**src/hw/rtl/assert_macros.svh**
```systemverilog
// ----------------------------------------------------------------------------
// assert_macros.svh
// Concurrent assertion shorthands used by the top-level RTL.
// ----------------------------------------------------------------------------
`ifndef ASSERT_MACROS_SVH
`define ASSERT_MACROS_SVH

// Implication or plain property, checked on every rising edge out of reset
`define CQF_ASSERT(name, clock, rstn, prop, msg) \
    name: assert property (@(posedge clock) disable iff (!(rstn)) prop) else $error(msg);

// Condition that must never be seen out of reset
`define CQF_ASSERT_NEVER(name, clock, rstn, cond, msg) \
    name: assert property (@(posedge clock) disable iff (!(rstn)) !(cond)) else $error(msg);

`endif

```
**src/hw/rtl/cqf_pkg.sv**
```systemverilog
// ----------------------------------------------------------------------------
// cqf_pkg
// Types and constants shared by the queue controller, datapath and top level.
// ----------------------------------------------------------------------------
package cqf_pkg;

    localparam int CAP_W  = 5;
    localparam int DATA_W = 32;
    localparam int KIND_W = 3;
    localparam int STAT_W = 2;

    // Operation codes carried in the kind field
    typedef enum logic [KIND_W-1:0] {
        KIND_ENQ   = 3'd0,
        KIND_DEQ   = 3'd1,
        KIND_PEEK  = 3'd2,
        KIND_CLEAR = 3'd3,
        KIND_DUMP  = 3'd4
    } kind_t;

    // Result status codes
    typedef enum logic [STAT_W-1:0] {
        STATUS_OK    = 2'd0,
        STATUS_FULL  = 2'd1,
        STATUS_EMPTY = 2'd2
    } status_t;

    // Controller states
    typedef enum logic {
        ST_IDLE = 1'b0,
        ST_DUMP = 1'b1
    } state_t;

    // Input item
    typedef struct packed {
        logic [KIND_W-1:0]        kind;
        logic signed [DATA_W-1:0] value;
    } item_t;

    // Result item
    typedef struct packed {
        logic [STAT_W-1:0]        status;
        logic signed [DATA_W-1:0] data;
        logic                     last;
    } result_t;

    // Controller to datapath commands
    typedef struct packed {
        logic              mem_write;
        logic              tail_adv;
        logic              head_adv;
        logic              count_inc;
        logic              count_dec;
        logic              clear;
        logic              dump_load;
        logic              dump_step;
        logic              rd_dump;
        logic              res_load;
        logic [STAT_W-1:0] res_status;
        logic              res_data;
        logic              res_last;
    } cmd_t;

    // Datapath to controller status
    typedef struct packed {
        logic empty;
        logic full;
        logic single;
        logic final_word;
    } stat_t;

endpackage

```
**src/hw/rtl/circular_queue_fifo.sv**
```systemverilog
// ----------------------------------------------------------------------------
// circular_queue_fifo
// Ring-buffer queue of signed 32-bit words with programmable capacity.
//
//   Channel  Signals                       Transfer when
//   -------  ----------------------------  ----------------------------
//   item     start, busy, item             start high and busy low
//   result   result_valid, result          result_valid high (one cycle)
//   config   cfg_valid, cfg_ready, cfg_data  cfg_valid and cfg_ready high
//
// Enqueue, dequeue, peek and clear: the result appears the cycle after the
// item transfer and the next item may go in that same cycle.
// A dump of n words gives one word per cycle from the single memory read
// port, holding busy after the item transfer until the last word is read.
// Reset empties the queue and sets capacity to the depth, capped at 31; no clearing pass.
// Results cannot be stalled; each is shown for exactly one cycle.
// ----------------------------------------------------------------------------
`include "assert_macros.svh"

module circular_queue_fifo
    import cqf_pkg::*;
#(
    parameter int DEPTH = 16
)
(
    input  logic             clk,
    input  logic             rst_n,
    input  logic             start,
    output logic             busy,
    input  item_t            item,
    output logic             result_valid,
    output result_t          result,
    input  logic             cfg_valid,
    output logic             cfg_ready,
    input  logic [CAP_W-1:0] cfg_data
);

    cmd_t  cmd;
    stat_t stat;

    // Capacity writes are taken whenever no dump is running
    assign cfg_ready = !busy;

    cqf_ctrl u_ctrl (
        .clk   (clk),
        .rst_n (rst_n),
        .start (start),
        .kind  (item.kind),
        .stat  (stat),
        .busy  (busy),
        .cmd   (cmd)
    );

    cqf_datapath #(
        .DEPTH (DEPTH)
    ) u_datapath (
        .clk          (clk),
        .rst_n        (rst_n),
        .cfg_write    (cfg_valid && cfg_ready),
        .cfg_data     (cfg_data),
        .wr_value     (item.value),
        .cmd          (cmd),
        .stat         (stat),
        .result_valid (result_valid),
        .result       (result)
    );

    // A running dump delivers a word every cycle
    `CQF_ASSERT(a_dump_streams, clk, rst_n, busy |=> result_valid, "dump stalled")

    // A result not marked last is followed at once by another
    `CQF_ASSERT(a_last_closes, clk, rst_n, (result_valid && !result.last) |=> result_valid, "dump cut short")

    // The queue cannot read as both empty and full
    `CQF_ASSERT_NEVER(a_empty_full, clk, rst_n, stat.empty && stat.full, "count inconsistent")

    // Unused operation codes give no result
    `CQF_ASSERT(a_unused_silent, clk, rst_n, (start && !busy && (item.kind > KIND_DUMP)) |=> !result_valid, "result for unused code")

endmodule

```
**src/hw/rtl/cqf_ctrl.sv**
```systemverilog
// ----------------------------------------------------------------------------
// cqf_ctrl
// Operation decoder and dump sequencer for the circular queue.
// ----------------------------------------------------------------------------
module cqf_ctrl
    import cqf_pkg::*;
(
    input  logic              clk,
    input  logic              rst_n,
    input  logic              start,
    input  logic [KIND_W-1:0] kind,
    input  stat_t             stat,
    output logic              busy,
    output cmd_t              cmd
);

    state_t state_reg;
    state_t state_next;

    // State register
    always_ff @(posedge clk or negedge rst_n)
    begin
        if (!rst_n)
        begin
            state_reg <= ST_IDLE;
        end
        else
        begin
            state_reg <= state_next;
        end
    end

    // Next state: a dump of more than one word walks the ring
    always_comb
    begin
        state_next = state_reg;
        unique case (state_reg)
            ST_IDLE:
            begin
                if (start && (kind == KIND_DUMP) && !stat.empty && !stat.single)
                begin
                    state_next = ST_DUMP;
                end
            end
            ST_DUMP:
            begin
                if (stat.final_word)
                begin
                    state_next = ST_IDLE;
                end
            end
            default: state_next = ST_IDLE;
        endcase
    end

    // Command decode
    always_comb
    begin
        cmd  = '0;
        busy = (state_reg == ST_DUMP);
        unique case (state_reg)
            ST_IDLE:
            begin
                if (start)
                begin
                    unique case (kind)
                        KIND_ENQ:
                        begin
                            cmd.res_load = 1'b1;
                            cmd.res_last = 1'b1;
                            if (stat.full)
                            begin
                                cmd.res_status = STATUS_FULL;
                            end
                            else
                            begin
                                cmd.res_status = STATUS_OK;
                                cmd.mem_write  = 1'b1;
                                cmd.tail_adv   = 1'b1;
                                cmd.count_inc  = 1'b1;
                            end
                        end
                        KIND_DEQ:
                        begin
                            cmd.res_load = 1'b1;
                            cmd.res_last = 1'b1;
                            if (stat.empty)
                            begin
                                cmd.res_status = STATUS_EMPTY;
                            end
                            else
                            begin
                                cmd.res_status = STATUS_OK;
                                cmd.head_adv   = 1'b1;
                                cmd.count_dec  = 1'b1;
                            end
                        end
                        KIND_PEEK:
                        begin
                            // head word is read this cycle
                            cmd.res_load   = 1'b1;
                            cmd.res_last   = 1'b1;
                            cmd.res_status = stat.empty ? STATUS_EMPTY : STATUS_OK;
                            cmd.res_data   = !stat.empty;
                        end
                        KIND_CLEAR:
                        begin
                            cmd.res_load   = 1'b1;
                            cmd.res_last   = 1'b1;
                            cmd.res_status = STATUS_OK;
                            cmd.clear      = 1'b1;
                        end
                        KIND_DUMP:
                        begin
                            cmd.res_load = 1'b1;
                            if (stat.empty)
                            begin
                                cmd.res_status = STATUS_EMPTY;
                                cmd.res_last   = 1'b1;
                            end
                            else
                            begin
                                // first word read at head, walker primed behind it
                                cmd.res_status = STATUS_OK;
                                cmd.res_data   = 1'b1;
                                cmd.res_last   = stat.single;
                                cmd.dump_load  = 1'b1;
                            end
                        end
                        default:
                        begin
                            // unused codes: no result, no change
                        end
                    endcase
                end
            end
            ST_DUMP:
            begin
                cmd.rd_dump    = 1'b1;
                cmd.dump_step  = 1'b1;
                cmd.res_load   = 1'b1;
                cmd.res_status = STATUS_OK;
                cmd.res_data   = 1'b1;
                cmd.res_last   = stat.final_word;
            end
            default:
            begin
            end
        endcase
    end

endmodule

```
**src/hw/rtl/cqf_datapath.sv**
```systemverilog
// ----------------------------------------------------------------------------
// cqf_datapath
// Ring storage, pointers, capacity register and registered result.
// ----------------------------------------------------------------------------
module cqf_datapath
    import cqf_pkg::*;
#(
    parameter int DEPTH = 16
)
(
    input  logic                     clk,
    input  logic                     rst_n,
    input  logic                     cfg_write,
    input  logic [CAP_W-1:0]         cfg_data,
    input  logic signed [DATA_W-1:0] wr_value,
    input  cmd_t                     cmd,
    output stat_t                    stat,
    output logic                     result_valid,
    output result_t                  result
);

    localparam int PTR_W   = (DEPTH > 1) ? $clog2(DEPTH) : 1;
    localparam int CNT_W   = $clog2(DEPTH + 1);
    localparam int CAP_MAX = (1 << CAP_W) - 1;
    localparam int CAP_RST = (DEPTH > CAP_MAX) ? CAP_MAX : DEPTH;

    logic [DATA_W-1:0] mem [DEPTH];
    logic [DATA_W-1:0] rd_data_reg;

    logic [CAP_W-1:0]  capacity_reg;
    logic [CAP_W-1:0]  capacity_next;
    logic [PTR_W-1:0]  head_reg;
    logic [PTR_W-1:0]  head_next;
    logic [PTR_W-1:0]  tail_reg;
    logic [PTR_W-1:0]  tail_next;
    logic [CNT_W-1:0]  count_reg;
    logic [CNT_W-1:0]  count_next;
    logic [PTR_W-1:0]  dump_idx_reg;
    logic [PTR_W-1:0]  dump_idx_next;
    logic [CNT_W-1:0]  remain_reg;
    logic [CNT_W-1:0]  remain_next;

    logic              res_valid_reg;
    logic [STAT_W-1:0] res_status_reg;
    logic              res_last_reg;
    logic              res_data_sel_reg;

    logic [CNT_W-1:0]  cap_eff;
    logic [PTR_W-1:0]  rd_addr;

    // Step a pointer by one, wrapping at the active capacity
    function automatic logic [PTR_W-1:0] ring_adv(input logic [PTR_W-1:0] idx,
                                                  input logic [CNT_W-1:0] cap);
        logic [CNT_W:0] nxt;
        nxt = (CNT_W+1)'(idx) + (CNT_W+1)'(1);
        if (nxt >= (CNT_W+1)'(cap))
        begin
            return '0;
        end
        return nxt[PTR_W-1:0];
    endfunction

    // Active capacity: zero acts as one, anything above the depth as the depth
    always_comb
    begin
        priority if (capacity_reg == '0)
        begin
            cap_eff = CNT_W'(1);
        end
        else if (32'(capacity_reg) > 32'(DEPTH))
        begin
            cap_eff = CNT_W'(DEPTH);
        end
        else
        begin
            cap_eff = CNT_W'(capacity_reg);
        end
    end

    // Status back to the controller
    always_comb
    begin
        stat.empty      = (count_reg == '0);
        stat.full       = (count_reg >= cap_eff);
        stat.single     = (count_reg == CNT_W'(1));
        stat.final_word = (remain_reg == CNT_W'(1));
    end

    assign rd_addr = cmd.rd_dump ? dump_idx_reg : head_reg;

    // Storage: one write port, one registered read port
    always_ff @(posedge clk)
    begin
        if (cmd.mem_write)
        begin
            mem[tail_reg] <= wr_value;
        end
        rd_data_reg <= mem[rd_addr];
    end

    // Pointer, count and capacity update; a capacity write empties the queue
    always_comb
    begin
        capacity_next = capacity_reg;
        head_next     = head_reg;
        tail_next     = tail_reg;
        count_next    = count_reg;
        dump_idx_next = dump_idx_reg;
        remain_next   = remain_reg;

        if (cfg_write)
        begin
            capacity_next = cfg_data;
            head_next     = '0;
            tail_next     = '0;
            count_next    = '0;
        end
        else
        begin
            if (cmd.tail_adv)
            begin
                tail_next = ring_adv(tail_reg, cap_eff);
            end
            if (cmd.head_adv)
            begin
                head_next = ring_adv(head_reg, cap_eff);
            end
            if (cmd.count_inc)
            begin
                count_next = count_reg + CNT_W'(1);
            end
            if (cmd.count_dec)
            begin
                count_next = count_reg - CNT_W'(1);
            end
            if (cmd.clear)
            begin
                tail_next  = head_reg;
                count_next = '0;
            end
        end

        // Dump walker
        if (cmd.dump_load)
        begin
            dump_idx_next = ring_adv(head_reg, cap_eff);
            remain_next   = count_reg - CNT_W'(1);
        end
        else if (cmd.dump_step)
        begin
            dump_idx_next = ring_adv(dump_idx_reg, cap_eff);
            remain_next   = remain_reg - CNT_W'(1);
        end
    end

    // Control registers
    always_ff @(posedge clk or negedge rst_n)
    begin
        if (!rst_n)
        begin
            capacity_reg  <= CAP_W'(CAP_RST);
            head_reg      <= '0;
            tail_reg      <= '0;
            count_reg     <= '0;
            dump_idx_reg  <= '0;
            remain_reg    <= '0;
            res_valid_reg <= 1'b0;
        end
        else
        begin
            capacity_reg  <= capacity_next;
            head_reg      <= head_next;
            tail_reg      <= tail_next;
            count_reg     <= count_next;
            dump_idx_reg  <= dump_idx_next;
            remain_reg    <= remain_next;
            res_valid_reg <= cmd.res_load;
        end
    end

    // Result payload
    always_ff @(posedge clk)
    begin
        if (cmd.res_load)
        begin
            res_status_reg   <= cmd.res_status;
            res_last_reg     <= cmd.res_last;
            res_data_sel_reg <= cmd.res_data;
        end
    end

    // Result port; stored word comes straight from the read register
    assign result_valid  = res_valid_reg;
    assign result.status = res_status_reg;
    assign result.last   = res_last_reg;
    assign result.data   = res_data_sel_reg ? $signed(rd_data_reg) : '0;

endmodule

```
**config.mk**
```make
export PLATFORM = sky130hd
export DESIGN_NAME = circular_queue_fifo
export DESIGN_NICKNAME = d
export VERILOG_FILES = /design/src/hw/rtl/cqf_pkg.sv /design/src/hw/rtl/circular_queue_fifo.sv /design/src/hw/rtl/cqf_ctrl.sv /design/src/hw/rtl/cqf_datapath.sv
export VERILOG_INCLUDE_DIRS = /design/src /design/src/hw/rtl
export SDC_FILE = /design/constraint.sdc
export NUM_CORES = 1
export LEC_CHECK = 0
export BUFFER_PORTS_ARGS = -buffer_cell sky130_fd_sc_hd__clkbuf_2
export CAP_MARGIN = 30
export CORE_MARGIN = 5
export CORE_UTILIZATION = 55
export DETAILED_ROUTE_END_ITERATION = 10
export PLACE_DENSITY = 0.72
export SYNTH_ARGS = -nofsm -noshare
export SYNTH_HDL_FRONTEND = slang
export SYNTH_SLANG_ARGS = --single-unit
```
**constraint.sdc**
```tcl
create_clock -name clk -period 10.97 [get_ports clk]
set_clock_uncertainty 0.2 [all_clocks]
set_input_delay 0 -clock clk [delete_from_list [all_inputs] [get_ports clk]]
set_output_delay 0 -clock clk [all_outputs]
set_load 0.005 [all_outputs]
```
==> results_dict.tcl, run 1 <==
set metrics [dict create \
    outcome "finished clean" \
    synth_top_area_share_pct 68.7 \
    arrival_ns 4.84 \
    synthToLayoutAreaGrowth_pct 17.0 \
    synthTopCellsByArea "edfxtp_1, mux4_2, dfrtp_1" \
    vias_per_cell 6.14 \
    stdcell_area_um2 26400 \
    post-route-period-util_pct 41.6 \
    post_drt_wl_per_cell_um 25.3 \
    critical_path.endpoint_type "flip-flop" \
    max_stage_delay_ns 0.94 \
    drive_gt1_share_pct 26.7 \
    fin_ws_ns 6.41 \
    gp_congestion 0.803 \
    core_area_um2 40700 \
    first_pass_iters 5 \
    initial_core_util_pct 55.4 \
    grt_pass1_wl_um 73300 \
    stdcell_count 1884 \
    slowest_stage "dfrtp_1" \
    grt_usage_pct 21.5 \
    drt_iter0_markers 1026 \
    async_flop_share_pct 5.03 \
    p_leak_uw 0.00918 \
    hold_path_end "u_datapath.mem[11][7]" \
    syn_area_per_cell_um2 19.9 \
    critPathMostFrequentCell "buf_4" \
    insertion_delay_ns 0.60 \
    maxSlewHeadroom_pct 39.0 \
    r2r.worst_path.cells 7 \
    finalSetupTns_ns 0 \
    path_cells "mux2i_4, buf_4, buf_4, buf_16, mux4_2, a22oi_1, nand2_1" \
    clockRootBuffer "clkbuf_16" \
    n_antenna_cell 0 \
    rsz0062_at_grt "no" \
    hold_viol 0 \
    ys_seq_area_share_pct 74.8 \
    cts_sinks 577 \
    setup_violations 0 \
    finalNetCount 1380 \
    post-place-cells 1717 \
    r2r_slack_ns 6.41 \
    hp-start "item[7]" \
    cts_buffers 56 \
    irDropWorstVdd_mv 0.152 \
    syn_area_um2 22500 \
    synth_nets 1209 \
    crit_start "u_ctrl.busy" \
    postCtsSetupBuffers 0 \
    critPathMaxFanout 35 \
    placed_area_um2 23900 \
    grt_pass1_vias 11800 \
    ant_nets 0 \
    hpwl_um 26700 \
    place_ws_ns 6.11 \
    clock.fmax_mhz 219 \
    synth_warnings 0 \
    tightest_slew_ns 0.896 \
    fp.dieH_um 212 \
    multi_input_area_um2 5480 \
    vias 11600 \
    largest_register_ffs 512 \
    period_needed_ns 4.56 \
    synth_common_cells "edfxtp_1, mux4_2, a22oi_1" \
    maxCapViolCount 0 \
    fp.dieW_um 212 \
    ios 82 \
    drc 0 \
    ctsHtreeMaxLevel 2 \
    power_density_nw_per_um2 183 \
    synth_edf_count 516 \
    clkTransAtPathRegs_ns 0.06 \
    io_buffers 81 \
    rows 74 \
    synthDistinctLibCells 59 \
    yosysMostFrequentCell "edfxtp_1" \
    grt_max_degree 129 \
    worstPathRequired_ns 11.25 \
    antenna_found_initial 1 \
    fillers 2753 \
    cp-start-kind "flip-flop" \
    yosysTopAreaCell "edfxtp_1" \
    drv_slew 0 \
    cts_tree "built" \
    die_area_um2 45100 \
    fin_util_pct 64.8 \
    synth_ff_type "edfxtp_1" \
    drt_wl_total_um 47600 \
    r2r-start "u_ctrl.busy" \
    reg2reg_to "u_datapath.rd_data_reg[5]" \
    hold_depth 2 \
    yosys_register_bits 577 \
    regArea_um2 16900 \
    clk_path_buf_depth 3 \
    synth_cells 1134 \
    grt.overflow.total 0 \
    worstHoldPathType "in2reg" \
    crit_type "reg2reg" \
]
[stage by stage]
step,power [uW],hold slack (ns)
floorplan,2760,-0.496
global placement,2880,-0.0784
detailed placement,2900,-0.0775
CTS,4870,0.108
global route,5010,0.161
finish,4830,0.147
[cell usage in the layout, fill, tap and decap left out, types with 6 or more instances in the layout]
master / count
nand3_1: 13
nor3_1: 6
mux4_2: 128
edfxtp_1: 516
buf_4: 21
nand2b_1: 7
and2_1: 32
clkbuf_2: 81
nor2_1: 15
inv_1: 16
a22oi_1: 67
clkbuf_1: 13
clkinv_2: 10
nand2_1: 56
clkbuf_16: 56
dlygate4sd3_1: 59
xnor2_1: 7
dfxtp_1: 32
buf_12: 7
o21ai_0: 9
ha_1: 31
bufinv_16: 7
a21oi_1: 15
dfrtp_1: 28
[how the worst max path moves through the flow]
stage	end	slack, ns	cells after the start
final	u_datapath.rd_data_reg[5]	6.41	7
after global routing	u_datapath.rd_data_reg[29]	5.95	7
after CTS	u_datapath.rd_data_reg[13]	6.12	6
after detailed placement	u_datapath.rd_data_reg[31]	6.11	6
after global placement	u_datapath.rd_data_reg[16]	6.20	6
after floorplan	u_datapath.mem[0][0]	5.02	9
[what timing repair did]
item                                   in CTS  in global routing
gates resized for setup                     0                  0
endpoints found under the hold margin     577                  0
hold buffers                               60                  0
[critical path, delay by kind of cell (launching register included)]
family / cells / cell delay (ns)
AOI/OAI and AO/OA: 1 / 0.20
and+or+nand+nor: 1 / 0.08
buffers and inverters: 3 / 1.50
DFF: 1 / 0.94
muxes: 2 / 1.42
[power by group]
| group | internal (uW) | switching (uW) | total (uW) | leakage (uW) |
|---|---|---|---|---|
| combinational | 182 | 203 | 385 | 0.00297 |
| clock | 1140 | 808 | 1950 | 0.000917 |
| sequential | 2440 | 48.0 | 2490 | 0.00529 |
[logic make-up (layout without fill, tap and decap cells)]
group                      after synthesis  after routing  share of synthesized area, %
adders and majority gates               31             31                          1.72
buffers and inverters                   77            295                          1.49
AOI/OAI and AO/OA                      131            131                          4.27
and+or+nand+nor                        168            168                          4.03
muxes                                  138            138                          13.3
DFF                                    577            577                          74.8
xor gates and xnor gates                12             12                         0.466
[final cells by class]
cell class	instances	area share, %
Multi-Input combinational cell	480	20.7
Inverter	17	0.242
Timing Repair Buffer	173	5.42
Sequential cell	577	63.9
Clock buffer	74	5.76
Tap cell	532	2.52
Clock inverter	31	1.42
[metal layers]
metal	part of all wire [%]	GRT usage (%)	routed length, um
met5	0.015	0	7
met4	1.8	4.83	854
met3	6.2	3.91	2970
met2	50	35.3	23700
met1	42	31.0	20100
(Power assumes the default switching activity.)
==> inputs of run 2 (changes only) <==
- clock period: 10.97 -> 4.2 ns (I/O delays scaled with it)
==> run 2 against run 1 <==
Non-clock buffer count up 11. Die area unchanged. Worst setup slack worse by 5.8 ns. Register-to-register slack worse by 5.8 ns. Combinational power rose to 2.6 times the previous value. Critical path type unchanged. Total power rose to 2.6 times the previous value. Largest cell class unchanged. Routed wire length down 1.7%. Clock power rose to 2.5 times the previous value. Flip-flop and latch count unchanged. Final cell count up 0.42%.
==> results_dict.tcl, run 2 (synthesized netlist as in run 1, its figures left out) <==
set metrics [dict create \
    fillers 2726 \
    period_needed_ns 3.58 \
    largest_register_ffs 512 \
    postCtsSetupBuffers 0 \
    drt_wl_total_um 46800 \
    wl_met1_um 19400 \
    power_density_nw_per_um2 471 \
    grt_pass1_wl_um 72400 \
    p_leak_uw 0.00919 \
    vias 11400 \
    critPathMaxFanout 14 \
    reg2reg_to "u_datapath.mem[11][31]" \
    gp_congestion 0.803 \
    cts_tree "built" \
    rsz0062_at_grt "no" \
    drive_gt1_share_pct 27.1 \
    worstPathRequired_ns 4.30 \
    cts_buffers 54 \
    drv_slew 0 \
    met3_length_um 2730 \
    ctsResizeCount 0 \
    core_area_um2 40700 \
    r2r_slack_ns 0.62 \
    multi_input_area_um2 5510 \
    r2r.worst_path.cells 10 \
    fin_ws_ns 0.616 \
    fp.dieH_um 212 \
    n_antenna_cell 0 \
    synthToLayoutAreaGrowth_pct 16.9 \
    intPower_uw 9660 \
    first_pass_iters 5 \
    topRoutingLayerUsed "met4" \
    final_cell_mix "edfxtp_1, mux4_2, clkbuf_2" \
    layout_commonest_cell "edfxtp_1" \
    clkTransAtPathRegs_ns 0.06 \
    place_ws_ns 0.624 \
    cts_sinks 577 \
    wl_met2_um 23600 \
    clock.fmax_mhz 279 \
    p_switching_uw 2740 \
    crit_start "u_datapath.capacity_reg[1]" \
    critical_path.endpoint_type "flip-flop" \
    drt_iter0_markers 1147 \
    regArea_um2 16900 \
    ctsHtreeMaxLevel 2 \
    initial_core_util_pct 55.4 \
    drc 0 \
    arrival_ns 3.69 \
    hold_viol 0 \
    hpwl_um 27300 \
    cp-start-kind "flip-flop" \
    worstHoldPathType "in2reg" \
    p_sw_share_pct 22.1 \
    io_buffers 81 \
    insertion_delay_ns 0.60 \
    outcome "finished clean" \
    grt_usage_pct 21.2 \
    die_area_um2 45100 \
    r2r-start "u_datapath.capacity_reg[1]" \
    grt_max_degree 60 \
    finalSetupTns_ns 0 \
    maxSlewHeadroom_pct 40.6 \
    vias_per_cell 6.05 \
    seqPwrFrac_pct 52.4 \
    maxCapViolCount 0 \
    irDropWorstVdd_mv 0.384 \
    fin_hold_ws_ns 0.157 \
    post-route-period-util_pct 85.3 \
    p_clk_share_pct 39.4 \
    grt.overflow.total 0 \
    rows 74 \
    ant_nets 0 \
    clk_path_buf_depth 3 \
    comb_power_share_pct 8.2 \
    antenna_found_initial 0 \
    ctsHoldBuffers 60 \
    grt_pass1_vias 12000 \
    ios 82 \
    crit_type "reg2reg" \
    setup_violations 0 \
    finalNetCount 1389 \
    tightest_slew_ns 0.889 \
    fp.dieW_um 212 \
    clockRootBuffer "clkbuf_16" \
    hp-start "item[6]" \
    critPathCapture "u_datapath.mem[11][31]" \
    post_drt_wl_per_cell_um 24.7 \
]
==> run 2: area by class of cell <==
type / count / share of cell area [%]
inverter: 17 / 0.242
clock buffer: 70 / 5.59
timing repair buffer: 184 / 5.58
sequential: 577 / 64.0
clock inverter: 32 / 1.20
multi-input combinational: 480 / 20.9
tap: 532 / 2.52
==> run 2: how the worst min path moves through the flow <==
stage / slack [ns] / end / cells after the start
after floorplan: -0.50 / u_ctrl.busy / 0
after global placement: -0.08 / u_datapath.remain_reg[3] / 1
after detailed placement: -0.09 / u_datapath.remain_reg[3] / 1
after CTS: 0.14 / u_datapath.mem[11][9] / 2
after global routing: 0.19 / u_datapath.mem[7][6] / 2
final: 0.16 / u_datapath.mem[7][6] / 2
==> run 2: per-stage QoR <==
stage | cells | instance area, um2 | utilization [%] | power [uW]
floorplan | 1134 | 22600 | - | 7220
detailed placement | 1730 | 24000 | 58.8 | 7590
CTS | 1892 | 26400 | 64.7 | 12500
global route | 1892 | 26400 | 64.7 | 12900
finish | 1892 | 26400 | 64.7 | 12400
global placement | 1728 | 23900 | 58.7 | 7570
==> run 2: critical path: stages, from the launching register on <==
cell and delay, ns:
dfrtp_1 0.40, nor3_1 0.19, nor2_1 0.06, nor2_1 0.24, ha_1 0.29, nand2b_1 0.14, a211o_1 0.32, a21o_1 0.39
nor2_1 0.27, and3_2 0.49, buf_4 0.29
==> run 2: power by group through the flow <==
stage | Sequential, uW | Clock [uW] | Combinational (uW)
after floorplan | 6560 | 0 | 659
after global placement | 6620 | 0 | 950
after detailed placement | 6620 | 0 | 972
after CTS | 6500 | 4970 | 1040
after global routing | 6510 | 5220 | 1140
final | 6500 | 4890 | 1020
==> run 2: layer usage <==
metal	vias to the layer above	global-route usage [%]
met5	-	0
met4	0	5.89
met3	67	2.92
met2	395	35.1
met1	5959	30.4
li1	5024	-
==> inputs of run 3 (changes only) <==
- CELL_PAD_IN_SITES_DETAIL_PLACEMENT: default -> 0
- CELL_PAD_IN_SITES_GLOBAL_PLACEMENT: default -> 1
- CORE_UTILIZATION: 55 -> 54
- PLACE_DENSITY: 0.72 -> default
- PLACE_DENSITY_LB_ADDON: default -> 0.1
==> run 3 against run 2 <==
Routed wire length grew 0.90%. Combinational power is essentially flat. Critical path depth is the same. Die area grew 1.8%. Register-to-register slack gained 0.03 ns. First-iteration DRC count shrank 17%. Utilization shrank 0.62 points. Fmax grew 0.93%. Non-clock buffer count shrank 2. Flip-flop and latch count is the same. Critical endpoint is now u_datapath.mem[9][15]. Highest routed layer unchanged.
==> results_dict.tcl, run 3 (synthesized netlist as in run 1, its figures left out) <==
set metrics [dict create \
    fin_hold_ws_ns 0.168 \
    clkTransAtPathRegs_ns 0.06 \
    vias_per_cell 6.01 \
    clock.fmax_mhz 282 \
    fillers 2841 \
    first_pass_iters 5 \
    critical_path.top_delay_family "simple AND/OR/NAND/NOR gates" \
    maxSlewHeadroom_pct 36.3 \
    p_leak_uw 0.00919 \
    drc 0 \
    postCtsSetupBuffers 0 \
    grt_pass1_vias 12000 \
    place_ws_ns 0.706 \
    multi_input_area_um2 5510 \
    drt_iter0_markers 956 \
    fp.dieH_um 214 \
    crit_start "u_datapath.capacity_reg[1]" \
    grt_max_degree 66 \
    ios 82 \
    drv_slew 0 \
    hpwl_um 27300 \
    setup_violations 0 \
    grt.overflow.total 0 \
    grt_pass1_wl_um 73600 \
    fin_ws_ns 0.649 \
    period_needed_ns 3.55 \
    final_cell_mix "edfxtp_1, mux4_2, clkbuf_2" \
    worst-path-stages 10 \
    crit_type "reg2reg" \
    outcome "finished clean" \
    maxCapViolCount 0 \
    post-route-period-util_pct 84.6 \
    cts_buffers 56 \
    drt_wl_total_um 47200 \
    finalSetupTns_ns 0 \
    ctsHtreeMaxLevel 2 \
    max_stage_delay_ns 0.45 \
    fp.dieW_um 214 \
    ant_nets 0 \
    arrival_ns 3.58 \
    slowest_stage "buf_4" \
    rsz0062_at_grt "no" \
    irDropWorstVdd_mv 0.380 \
    insertion_delay_ns 0.60 \
    regArea_um2 16900 \
    hp-start "item[15]" \
    core_area_um2 41100 \
    worstHoldPathType "in2reg" \
    vias 11400 \
    worstPathRequired_ns 4.23 \
    rows 74 \
    grt_usage_pct 20.9 \
    ctsResizeCount 0 \
    path_cells "nor3_1, nor2_1, nor2_1, ha_1, nand2b_1, a211o_1, a21o_1, nor2_1, and3_2, buf_4" \
    critPathMostFrequentCell "nor2_1" \
    gp_congestion 0.784 \
    finalNetCount 1389 \
    antenna_found_initial 0 \
    cts_sinks 577 \
    n_antenna_cell 0 \
    hold_viol 0 \
    layout_commonest_cell "edfxtp_1" \
    r2r-start "u_datapath.capacity_reg[1]" \
    io_buffers 81 \
    drive_gt1_share_pct 26.9 \
    reg2reg_to "u_datapath.mem[9][15]" \
    r2r_slack_ns 0.65 \
    tightest_slew_ns 0.953 \
    die_area_um2 45900 \
    critPathMaxFanout 32 \
    largest_register_ffs 512 \
    cp-start-kind "flip-flop" \
    critical_path.endpoint_type "flip-flop" \
    r2r.worst_path.cells 10 \
    post_drt_wl_per_cell_um 25.0 \
    clk_path_buf_depth 3 \
    cts_tree "built" \
    initial_core_util_pct 54.9 \
    synthToLayoutAreaGrowth_pct 16.8 \
    crit_buf_inv 1 \
    clockRootBuffer "clkbuf_16" \
    critPathCapture "u_datapath.mem[9][15]" \
    power_density_nw_per_um2 471 \
]
-- run 3: metrics by stage --
step	power [uW]	instances	utilization, %	area [um2]
detailed placement	7590	1728	58.2	23900
finish	12400	1892	64.1	26300
global placement	7580	1726	58.1	23900
CTS	12500	1892	64.1	26300
floorplan	7220	1134	-	22600
global route	12900	1892	64.1	26300
-- run 3: worst min-delay path by stage --
stage / endpoint / slack [ns] / cells after the start
global placement: u_datapath.dump_idx_reg[3] / -0.07 / 1
finish: u_datapath.mem[8][15] / 0.17 / 2
detailed placement: u_datapath.dump_idx_reg[3] / -0.05 / 1
CTS: u_datapath.mem[7][20] / 0.13 / 2
floorplan: u_ctrl.busy / -0.50 / 0
global route: u_datapath.mem[15][20] / 0.18 / 2
-- run 3: power by group --
group	leakage (uW)	switching [uW]	internal [uW]
sequential	0.00529	110	6380
clock	0.000879	2070	2820
combinational	0.00302	544	484
total	0.00919	2720	9690
-- run 3: worst register-to-register path, delay by kind of cell, from the launching register on --
family | cells | cell delay, ns
and+or+nand+nor | 6 | 1.14
DFF | 1 | 0.39
buffers and inverters | 1 | 0.45
adders and majority gates | 1 | 0.29
AOI/OAI and AO/OA | 2 | 0.70
-- run 3: what timing repair did --
action / in CTS / in global routing
endpoints found under the hold margin: 578 / 0
endpoints found under the setup margin: 0 / 0
hold buffers: 60 / 0
-- run 3: final cells by class --
class | count | area share (%)
sequential | 577 | 64.0
multi-input combinational | 480 | 20.9
clock buffer | 77 | 5.88
timing repair buffer | 182 | 5.48
tap | 532 | 2.53
clock inverter | 27 | 0.945
inverter | 17 | 0.242
-- run 3: metal layers --
layer	global-route usage, %	wire (um)	share of wire, %	up-vias
met5	0	0	0	-
met1	30.5	20700	44	5972
li1	-	-	-	5026
met4	6.25	1250	2.6	0
met2	33.1	22700	48	310
met3	3.40	2600	5.5	70
